## src/sv/tpss_pkg.sv

```systemverilog
`timescale 1ns / 1ps
`default_nettype none
// ---------------------------------------------------------------------------
// tpss_pkg
// Shared types and codes of the tiered page scan selector.
// ---------------------------------------------------------------------------
package tpss_pkg;

  localparam int unsigned ADDR_W        = 48;
  localparam int unsigned OWNER_W       = 22;
  localparam int unsigned CNT_W         = 6;
  localparam int unsigned MODE_W        = 3;
  localparam int unsigned IN_DATA_W     = 80;
  localparam int unsigned OUT_DATA_W    = 80;
  localparam int unsigned MAX_SELECT_DF = 32;

  typedef enum logic [MODE_W-1:0] {
    MODE_FAST      = 3'd0,
    MODE_SLOW_FORCE = 3'd1,
    MODE_SLOW_INT  = 3'd2,
    MODE_SLOW_WR   = 3'd3,
    MODE_CLEAR     = 3'd4
  } mode_e;

  typedef enum logic [1:0] {
    FUNC_START  = 2'd0,
    FUNC_PAGE   = 2'd1,
    FUNC_FINISH = 2'd2
  } func_e;

  typedef enum logic [1:0] {
    STAT_NONE  = 2'd0,
    STAT_MET   = 2'd1,
    STAT_SHORT = 2'd2
  } status_e;

  typedef enum logic {
    REG_SCAN_MODE  = 1'b0,
    REG_PAGE_QUOTA = 1'b1
  } reg_e;

  typedef enum logic [1:0] {
    ST_IDLE = 2'd0,
    ST_RD   = 2'd1,
    ST_WR   = 2'd2,
    ST_STAT = 2'd3
  } state_e;

  typedef struct packed {
    logic [ADDR_W-1:0]  addr;
    logic [OWNER_W-1:0] owner;
  } entry_t;

  // Decision for one page entry
  typedef struct packed {
    logic selected;
    logic backed_up;
    logic clear_bits;
    logic quota_reached;
    logic save_fast;
    logic save_slow;
  } page_dec_t;

  typedef struct packed {
    logic [ADDR_W-1:0]  addr;
    logic [OWNER_W-1:0] owner;
    logic               selected;
    logic               backed_up;
    logic               clear_bits;
    logic               quota_reached;
    logic [1:0]         scan_status;
    logic               last;
  } result_t;

endpackage
`default_nettype wire

```

## src/sv/tpss_backup_mem.sv

```systemverilog
`timescale 1ns / 1ps
`default_nettype none
// ---------------------------------------------------------------------------
// tpss_backup_mem
// Backup page store: one write port, one read port, registered read data.
// ---------------------------------------------------------------------------
module tpss_backup_mem #(
  parameter int unsigned DEPTH = tpss_pkg::MAX_SELECT_DF,
  parameter int unsigned IDX_W = 5
) (
  input  wire logic                clk_i,
  input  wire logic                we_i,
  input  wire logic [IDX_W-1:0]    waddr_i,
  input  wire tpss_pkg::entry_t    wdata_i,
  input  wire logic                re_i,
  input  wire logic [IDX_W-1:0]    raddr_i,
  output tpss_pkg::entry_t         rdata_o
);
  import tpss_pkg::*;

  entry_t mem_q [DEPTH];
  entry_t rdata_q;

  always_ff @(posedge clk_i) begin
    if (we_i) begin
      mem_q[waddr_i] <= wdata_i;
    end
  end

  always_ff @(posedge clk_i) begin
    if (re_i) begin
      rdata_q <= mem_q[raddr_i];
    end
  end

  assign rdata_o = rdata_q;

endmodule
`default_nettype wire

```

## src/sv/tpss_page_eval.sv

```systemverilog
`timescale 1ns / 1ps
`default_nettype none
// ---------------------------------------------------------------------------
// tpss_page_eval
// Classifies one page entry: select, back up, clear bits or quota stop.
// ---------------------------------------------------------------------------
module tpss_page_eval #(
  parameter int unsigned MAX_SELECT = tpss_pkg::MAX_SELECT_DF
) (
  input  wire logic [tpss_pkg::MODE_W-1:0] scan_mode_i,
  input  wire logic [tpss_pkg::CNT_W-1:0]  quota_i,
  input  wire logic [tpss_pkg::CNT_W-1:0]  found_i,
  input  wire logic [tpss_pkg::CNT_W-1:0]  bcount_i,
  input  wire logic                        is_present_i,
  input  wire logic                        is_writable_i,
  input  wire logic                        is_referenced_i,
  input  wire logic                        is_dirty_i,
  input  wire logic                        on_target_tier_i,
  output tpss_pkg::page_dec_t              dec_o
);
  import tpss_pkg::*;

  localparam logic [CNT_W-1:0] MaxSel = CNT_W'(MAX_SELECT);

  logic ok;
  logic want_sel;
  logic want_bak;
  logic want_clr;
  logic room;

  assign ok = is_present_i & is_writable_i & on_target_tier_i;
  // found < quota on this path, so the room compare cannot wrap
  assign room = ({1'b0, bcount_i} + {1'b0, found_i} < {1'b0, quota_i}) && (bcount_i < MaxSel);

  always_comb begin
    want_sel = 1'b0;
    want_bak = 1'b0;
    want_clr = 1'b0;
    case (scan_mode_i)
      MODE_FAST: begin
        if (!is_referenced_i) begin
          want_sel = 1'b1;
        end else begin
          want_bak = !is_dirty_i;
          want_clr = 1'b1;
        end
      end
      MODE_SLOW_FORCE: begin
        if (is_referenced_i && is_dirty_i) begin
          want_sel = 1'b1;
        end else begin
          want_bak = 1'b1;
          want_clr = 1'b1;
        end
      end
      MODE_SLOW_INT: begin
        want_sel = is_referenced_i & is_dirty_i;
        want_bak = is_referenced_i & !is_dirty_i;
      end
      MODE_SLOW_WR: begin
        want_sel = is_dirty_i & is_referenced_i;
        want_bak = is_dirty_i & !is_referenced_i;
      end
      default: begin
      end
    endcase
  end

  always_comb begin
    dec_o = '0;
    if (scan_mode_i == MODE_CLEAR) begin
      dec_o.clear_bits = ok;
    end else if (scan_mode_i < MODE_CLEAR) begin
      if (found_i >= quota_i) begin
        dec_o.quota_reached = 1'b1;
        dec_o.save_fast     = (scan_mode_i == MODE_FAST);
        dec_o.save_slow     = (scan_mode_i != MODE_FAST);
      end else if (ok) begin
        dec_o.selected   = want_sel;
        dec_o.backed_up  = !want_sel & want_bak & room;
        dec_o.clear_bits = want_clr;
      end
    end
  end

endmodule
`default_nettype wire

```

## src/sv/tiered_page_scan_selector_unit.sv

```systemverilog
`timescale 1ns / 1ps
`default_nettype none
// A page entry's result is registered and sits in the output register in the cycle after its transfer.
// Throughput: one page entry per cycle while idle and the output register is free; start gives no result.
// Finish (fast and slow modes): each backup page drained takes a memory read, then an
// output load; then a check and the status result follow; input is held off meanwhile.
// Reset clears configuration, counts, resume cursors and the output register;
// backup store contents stay undefined until written, with no clearing pass.
// ---------------------------------------------------------------------------
// tiered_page_scan_selector_unit
// Picks pages for tier migration from a stream of page entries, with a
// bounded backup store drained on finish.
// ---------------------------------------------------------------------------
module tiered_page_scan_selector_unit #(
  parameter int unsigned MAX_SELECT = tpss_pkg::MAX_SELECT_DF
) (
  input  wire logic                               clk_i,
  input  wire logic                               rst_ni,
  // APB configuration
  input  wire logic                               psel,
  input  wire logic                               penable,
  input  wire logic                               pwrite,
  input  wire logic [2:0]                         paddr,
  input  wire logic [31:0]                        pwdata,
  output logic [31:0]                             prdata,
  output logic                                    pready,
  // input stream
  input  wire logic                               s_axis_tvalid,
  output logic                                    s_axis_tready,
  // tdata: page_addr[47:0], owner_id[69:48], is_present[70], is_writable[71],
  //        is_referenced[72], is_dirty[73], on_target_tier[74], zero[79:75]
  input  wire logic [tpss_pkg::IN_DATA_W-1:0]     s_axis_tdata,
  // tuser: func[1:0]
  input  wire logic [1:0]                         s_axis_tuser,
  // output stream
  output logic                                    m_axis_tvalid,
  input  wire logic                               m_axis_tready,
  // tdata: out_addr[47:0], out_owner[69:48], selected[70], backed_up[71],
  //        clear_bits[72], quota_reached[73], scan_status[75:74], zero[79:76]
  output logic [tpss_pkg::OUT_DATA_W-1:0]         m_axis_tdata,
  output logic                                    m_axis_tlast
);
  import tpss_pkg::*;

  localparam int unsigned IdxW = (MAX_SELECT > 1) ? $clog2(MAX_SELECT) : 1;
  localparam logic [CNT_W-1:0] MaxSel = CNT_W'(MAX_SELECT);

  state_e            state_q, state_d;
  logic [MODE_W-1:0] mode_q;
  logic [CNT_W-1:0]  quota_q;
  logic [CNT_W-1:0]  found_q, found_d;
  logic [CNT_W-1:0]  bcount_q, bcount_d;
  logic [CNT_W-1:0]  idx_q, idx_d;
  logic [ADDR_W-1:0] fast_q, fast_d;
  logic [ADDR_W-1:0] slow_q, slow_d;
  logic              ovalid_q, ovalid_d;
  result_t           out_q, out_d;

  logic              cfg_wr;
  logic              s_fire;
  logic              out_free;
  logic [CNT_W-1:0]  eff_quota;
  entry_t            in_entry;
  entry_t            rd_entry;
  page_dec_t         dec;
  logic              mem_we;
  logic              mem_re;

  // configuration
  assign pready = 1'b1;
  assign cfg_wr = psel & penable & pwrite;

  always_ff @(posedge clk_i or negedge rst_ni) begin
    if (!rst_ni) begin
      mode_q  <= '0;
      quota_q <= '0;
    end else if (cfg_wr) begin
      case (reg_e'(paddr[2]))
        REG_SCAN_MODE:  mode_q  <= pwdata[MODE_W-1:0];
        REG_PAGE_QUOTA: quota_q <= pwdata[CNT_W-1:0];
        default: begin
        end
      endcase
    end
  end

  always_comb begin
    case (reg_e'(paddr[2]))
      REG_SCAN_MODE:  prdata = {{(32-MODE_W){1'b0}}, mode_q};
      REG_PAGE_QUOTA: prdata = {{(32-CNT_W){1'b0}}, quota_q};
      default:        prdata = '0;
    endcase
  end

  assign eff_quota = (quota_q < MaxSel) ? quota_q : MaxSel;

  assign out_free      = !ovalid_q || m_axis_tready;
  assign s_axis_tready = (state_q == ST_IDLE) && out_free;
  assign s_fire        = s_axis_tvalid && s_axis_tready;

  assign in_entry.addr  = s_axis_tdata[ADDR_W-1:0];
  assign in_entry.owner = s_axis_tdata[ADDR_W+OWNER_W-1:ADDR_W];

  tpss_page_eval #(
    .MAX_SELECT(MAX_SELECT)
  ) u_eval (
    .scan_mode_i     (mode_q),
    .quota_i         (eff_quota),
    .found_i         (found_q),
    .bcount_i        (bcount_q),
    .is_present_i    (s_axis_tdata[70]),
    .is_writable_i   (s_axis_tdata[71]),
    .is_referenced_i (s_axis_tdata[72]),
    .is_dirty_i      (s_axis_tdata[73]),
    .on_target_tier_i(s_axis_tdata[74]),
    .dec_o           (dec)
  );

  assign mem_we = s_fire && (func_e'(s_axis_tuser) == FUNC_PAGE) && dec.backed_up;

  tpss_backup_mem #(
    .DEPTH(MAX_SELECT),
    .IDX_W(IdxW)
  ) u_mem (
    .clk_i  (clk_i),
    .we_i   (mem_we),
    .waddr_i(bcount_q[IdxW-1:0]),
    .wdata_i(in_entry),
    .re_i   (mem_re),
    .raddr_i(idx_q[IdxW-1:0]),
    .rdata_o(rd_entry)
  );

  always_ff @(posedge clk_i or negedge rst_ni) begin
    if (!rst_ni) begin
      state_q  <= ST_IDLE;
      found_q  <= '0;
      bcount_q <= '0;
      idx_q    <= '0;
      fast_q   <= '0;
      slow_q   <= '0;
      ovalid_q <= 1'b0;
      out_q    <= '0;
    end else begin
      state_q  <= state_d;
      found_q  <= found_d;
      bcount_q <= bcount_d;
      idx_q    <= idx_d;
      fast_q   <= fast_d;
      slow_q   <= slow_d;
      ovalid_q <= ovalid_d;
      out_q    <= out_d;
    end
  end

  always_comb begin
    state_d  = state_q;
    found_d  = found_q;
    bcount_d = bcount_q;
    idx_d    = idx_q;
    fast_d   = fast_q;
    slow_d   = slow_q;
    out_d    = out_q;
    ovalid_d = ovalid_q && !m_axis_tready;
    mem_re   = 1'b0;

    case (state_q)
      ST_IDLE: begin
        if (s_fire) begin
          case (func_e'(s_axis_tuser))
            FUNC_START: begin
              found_d  = '0;
              bcount_d = '0;
            end
            FUNC_PAGE: begin
              out_d.addr          = in_entry.addr;
              out_d.owner         = in_entry.owner;
              out_d.selected      = dec.selected;
              out_d.backed_up     = dec.backed_up;
              out_d.clear_bits    = dec.clear_bits;
              out_d.quota_reached = dec.quota_reached;
              out_d.scan_status   = dec.quota_reached ? STAT_MET : STAT_NONE;
              out_d.last          = 1'b1;
              ovalid_d            = 1'b1;
              if (dec.selected) begin
                found_d = found_q + 1'b1;
              end
              if (dec.backed_up) begin
                bcount_d = bcount_q + 1'b1;
              end
              if (dec.save_fast) begin
                fast_d = in_entry.addr;
              end
              if (dec.save_slow) begin
                slow_d = in_entry.addr;
              end
            end
            FUNC_FINISH: begin
              if (mode_q > MODE_SLOW_WR) begin
                out_d       = '0;
                out_d.last  = 1'b1;
                ovalid_d    = 1'b1;
              end else begin
                idx_d   = '0;
                state_d = ST_RD;
              end
            end
            default: begin
            end
          endcase
        end
      end
      ST_RD: begin
        if ((idx_q < bcount_q) && (found_q < eff_quota)) begin
          mem_re  = 1'b1;
          state_d = ST_WR;
        end else begin
          state_d = ST_STAT;
        end
      end
      ST_WR: begin
        // hold the read data until the output register frees up
        if (out_free) begin
          out_d          = '0;
          out_d.addr     = rd_entry.addr;
          out_d.owner    = rd_entry.owner;
          out_d.selected = 1'b1;
          ovalid_d       = 1'b1;
          found_d        = found_q + 1'b1;
          idx_d          = idx_q + 1'b1;
          state_d        = ST_RD;
        end
      end
      ST_STAT: begin
        if (out_free) begin
          out_d             = '0;
          out_d.addr        = (mode_q == MODE_FAST) ? fast_q : slow_q;
          out_d.scan_status = (found_q >= eff_quota) ? STAT_MET : STAT_SHORT;
          out_d.last        = 1'b1;
          ovalid_d          = 1'b1;
          bcount_d          = '0;
          state_d           = ST_IDLE;
        end
      end
      default: begin
        state_d = ST_IDLE;
      end
    endcase
  end

  assign m_axis_tvalid = ovalid_q;
  assign m_axis_tlast  = out_q.last;
  assign m_axis_tdata  = {4'b0, out_q.scan_status, out_q.quota_reached, out_q.clear_bits,
                          out_q.backed_up, out_q.selected, out_q.owner, out_q.addr};

endmodule
`default_nettype wire

```

## config.mk

```make
export PLATFORM = sky130hd
export DESIGN_NAME = tiered_page_scan_selector_unit
export DESIGN_NICKNAME = d
export VERILOG_FILES = /design/src/sv/tpss_pkg.sv /design/src/sv/tpss_backup_mem.sv /design/src/sv/tpss_page_eval.sv /design/src/sv/tiered_page_scan_selector_unit.sv
export SDC_FILE = /design/constraint.sdc
export NUM_CORES = 2
export LEC_CHECK = 0
export CAP_MARGIN = 10
export CORE_MARGIN = 2
export CORE_UTILIZATION = 50
export DETAILED_ROUTE_END_ITERATION = 8
export DONT_BUFFER_PORTS = 1
export SLEW_MARGIN = 20
export SYNTH_ARGS = -nofsm -noshare
export SYNTH_HDL_FRONTEND = slang
export SYNTH_SLANG_ARGS = --single-unit
```

## constraint.sdc

```tcl
create_clock -name clk_i -period 21.1 [get_ports clk_i]
set_input_delay 2.11 -clock clk_i [delete_from_list [all_inputs] [get_ports clk_i]]
set_output_delay 2.11 -clock clk_i [all_outputs]
set_load 0.01 [all_outputs]
```

==> flow_metrics.py <==
metrics = {
    "critical_path": {
        "crit_type": "reg -> reg",
        "crit_start": "bcount_q[0]$_DFFE_PN0P_",
        "crit_path_cell_trace": "ha_1, fa_1, nand3_1, nand2_1, xor2_1, ha_1, a21o_1, o311a_1, nor4_1, nand2_1, nor2_4, buf_4, buf_4",
        "crit_path_start_kind": "flip-flop",
        "critical_path.max_stage_delay_ps": 790,
        "critPathSlowestCell": "sky130_fd_sc_hd__nor2_4",
        "signal_arrival_time_at_the_worst_endpoint_ps": 6950,
        "r2r-start": "bcount_q[0]$_DFFE_PN0P_",
        "cp-end-kind": "flip-flop",
        "worst_ep_required_time_ps": 21610,
        "setup.reg_to_reg.worst_slack_ps": 14660,
        "critical_path_peak_fanout": 30,
    },
    "clock_tree": {
        "post-cts-setup-buffer-count": 0,
        "cts_repair_resize_count": 0,
        "tritoncts": "done",
        "cts_max_path_buffers": 4,
        "postCtsHoldBufs": 0,
        "cts-htree-levels": 5,
        "worstSkewPairLatency_ps": 910,
        "clk_pin_slew_ps": 60,
        "number_of_buffers_inserted_during_clock_tree_synthesis": 279,
        "clkSinkCount": 2513,
        "clk_root_buffer_cell": "sky130_fd_sc_hd__clkbuf_16",
    },
    "final_layout": {
        "post_route_cells_drive_above_1_share_pct": 31.3,
        "final-instance-count-excl-fill": 7083,
        "nNetsFinal": 4531,
        "final_core_util_pct": 56.3,
        "area_growth_syn_to_layout_pct": 11.8,
    },
    "timing": {
        "setup_violations_final": 0,
        "final_max_slew_viol_count": 0,
        "finClkSkew_ps": 42.2,
        "finalCriticalPeriod_ps": 6440,
        "worst_slew_pin_slew_ps": 1160,
        "timing.max_slew.rel_slack_pct": 22.7,
        "fmaxAchievable_mhz": 155,
        "timing.setup.tns_ps": 0,
        "timing_hold_violations_final": 0,
        "whs_ps": 501,
        "grt_setup_unrepaired": "no",
        "final_period_util_pct": 30.5,
    },
    "detailed_routing": {
        "dr.pass1.iters": 7,
        "routed_wirelength_mm": 238,
        "post_drt_via_cell_ratio": 6.35,
        "vias_post_dr": 44900,
        "drc_errors": 0,
        "drt-wirelength-per-cell_microns": 33.6,
        "route.antenna.remaining_nets": 0,
        "detailedRoute.firstIterationViolations": 5114,
    },
    "die": {
        "floorplan.initialDensity_pct": 50.4,
        "pin_count": 240,
        "core_area_sq_mm": 0.193,
        "placementRows": 161,
        "die_width_microns": 445,
        "fp.dieArea_sq_mm": 0.198,
        "floorplan.die.height_microns": 445,
    },
    "global_route": {
        "globalRouteTotalUtil_pct": 24.3,
        "grt_antenna_before_repair": 3,
        "first_global_vias": 46600,
        "grt_overflow_total": 0,
        "grt_max_degree": 204,
        "grt_pass1_wl_mm": 341,
    },
    "power_and_ir_drop": {
        "post-layout-total-power_mw": 13.2,
        "leakage_nw": 34.4,
        "vdd.ir_drop.worst_uv": 185,
        "power_density_mw_per_mm2": 121,
    },
    "synthesis": {
        "synth-edff-count": 2310,
        "synthesis.yosys.warnings": 0,
        "synth.top_cell.area_share_pct": 71.4,
        "synth_cell_types": 57,
        "ys_ff_latch": 2513,
        "synthTopCellsByArea": "sky130_fd_sc_hd__edfxtp_1, sky130_fd_sc_hd__mux4_2, sky130_fd_sc_hd__dfrtp_1",
        "proportion_of_synthesized_chip_area_in_sequential_cells_pct": 76.6,
        "netlist.top_cell.by_area": "sky130_fd_sc_hd__edfxtp_1",
        "synth_area_sq_mm": 0.0972,
        "syn-instance-count": 4209,
        "postSynthAreaPerCell_sq_um": 23.1,
        "synthArstFlopShare_pct": 8.08,
        "synthFlopType": "sky130_fd_sc_hd__edfxtp_1",
    },
    "placed_design": {
        "dpl_wire_length_mm": 120,
        "rd_place_congestion": 0.754,
        "placed_cells": 6614,
        "placement.io_buffers": 0,
    },
    "run": {
        "cap_violations": 0,
    },
    "run_status": {
        "run_status": "complete, no violations",
    },
    "hold_path": {
        "hold_path.class": "reg -> reg",
        "worst_hold_startpoint": "fast_q[42]$_DFFE_PN0P_",
    },
}
per-layer routing:
metal  share of wire (%)  track usage [%]  up-vias
met5                   0                0        -
met1                  41             34.6    24800
met2                  50             39.9     1645
li1                    -                -    18100
met4                 2.2             5.90        0
met3                 6.7             3.84      363
critical path, delay by kind of cell (launching register included):
kind,cells,cell delay (ps)
AO/OA/AOI/OAI,2,570
AND/OR/NAND/NOR,5,2330
buffers and inverters,2,1420
XOR/XNOR,1,150
adder cells (fa/ha/maj),3,980
flip-flops,1,480
cell usage after synthesis, drive strengths merged (4+ instances only):
cell type,count
a21o,9
a21oi,16
a221oi,24
a222oi,48
a22o,5
and2,6
buf,137
clkbuf,124
dfrtp,203
edfxtp,2310
ha,36
inv,16
mux2,228
mux4,700
nand2,88
nand2b,6
nand3,23
nor2,88
nor2b,8
nor3,7
o211ai,4
o21ai,73
kinds of logic (layout without fill, tap and decap cells):
family	count (synthesis)	count (layout)	share of synthesized area, %
other	2	36	0.00773
adders and majority gates	37	37	0.484
DFF	2513	2513	76.6
xor gates and xnor gates	4	4	0.0361
and+or+nand+nor	244	244	1.09
AOI/OAI and AO/OA	201	201	1.51
muxes	931	931	18.9
buffers and inverters	277	591	1.36
state kept, by name (all words and copies together), names as in the netlist, 2 cells and up:
name,cells
quota_q,6
found_q,6
mode_q,3
idx_q,6
slow_q,48
bcount_q,6
u_mem.rdata_o,70
fast_q,48
state_q,2
u_mem.mem_q,2240
m_axis_tdata,76
power by group:
group,switching (mW),internal (mW),total (mW)
clock,1.86,2.58,4.44
combinational,1.44,1.43,2.87
sequential,0.203,5.66,5.87
total,3.50,9.67,13.2
final timing paths:
kind / depth (start not counted) / endpoint
setup / recovery: 13 / u_mem.mem_q[25][33]$_DFFE_PP_
hold / removal: 1 / fast_q[42]$_DFFE_PN0P_
setup reg to reg: 13 / u_mem.mem_q[25][33]$_DFFE_PP_
hold reg to reg: 1 / fast_q[42]$_DFFE_PN0P_
max in group asynchronous: 0 / fast_q[23]$_DFFE_PN0P_
min in group asynchronous: 0 / m_axis_tdata[53]$_DFFE_PN0P_
per-stage QoR:
step                worst slack [ps]  instance area (sq um)
global placement               14150                 100000
CTS                            14630                 109000
floorplan                      11490                  97300
detailed placement             14120                 100000
global route                   14350                 109000
finish                         14660                 109000
cell usage in the layout, fill, tap and decap left out, types with 31 or more instances in the layout:
cell	instances
sky130_fd_sc_hd__nor2_4	33
sky130_fd_sc_hd__mux2_2	228
sky130_fd_sc_hd__clkbuf_16	286
sky130_fd_sc_hd__edfxtp_1	2310
sky130_fd_sc_hd__buf_4	106
sky130_fd_sc_hd__conb_1	31
sky130_fd_sc_hd__clkinv_1	46
sky130_fd_sc_hd__ha_1	34
sky130_fd_sc_hd__nand2_1	88
sky130_fd_sc_hd__nor2_1	55
sky130_fd_sc_hd__a222oi_1	48
sky130_fd_sc_hd__dfrtp_1	198
sky130_fd_sc_hd__mux4_2	700
sky130_fd_sc_hd__o21ai_0	70
sky130_fd_sc_hd__clkbuf_1	80
final cells by class:
type	instances	area, sq um
inverter	16	60.1
timing repair buffer	112	915
sequential	2513	74500
fill	14100	84200
multi-input combinational	1448	21800
antenna	5	12.5
clock inverter	91	611
tap	2526	3160
clock buffer	372	7540
No activity file was read; power rests on OpenSTA's default activity.
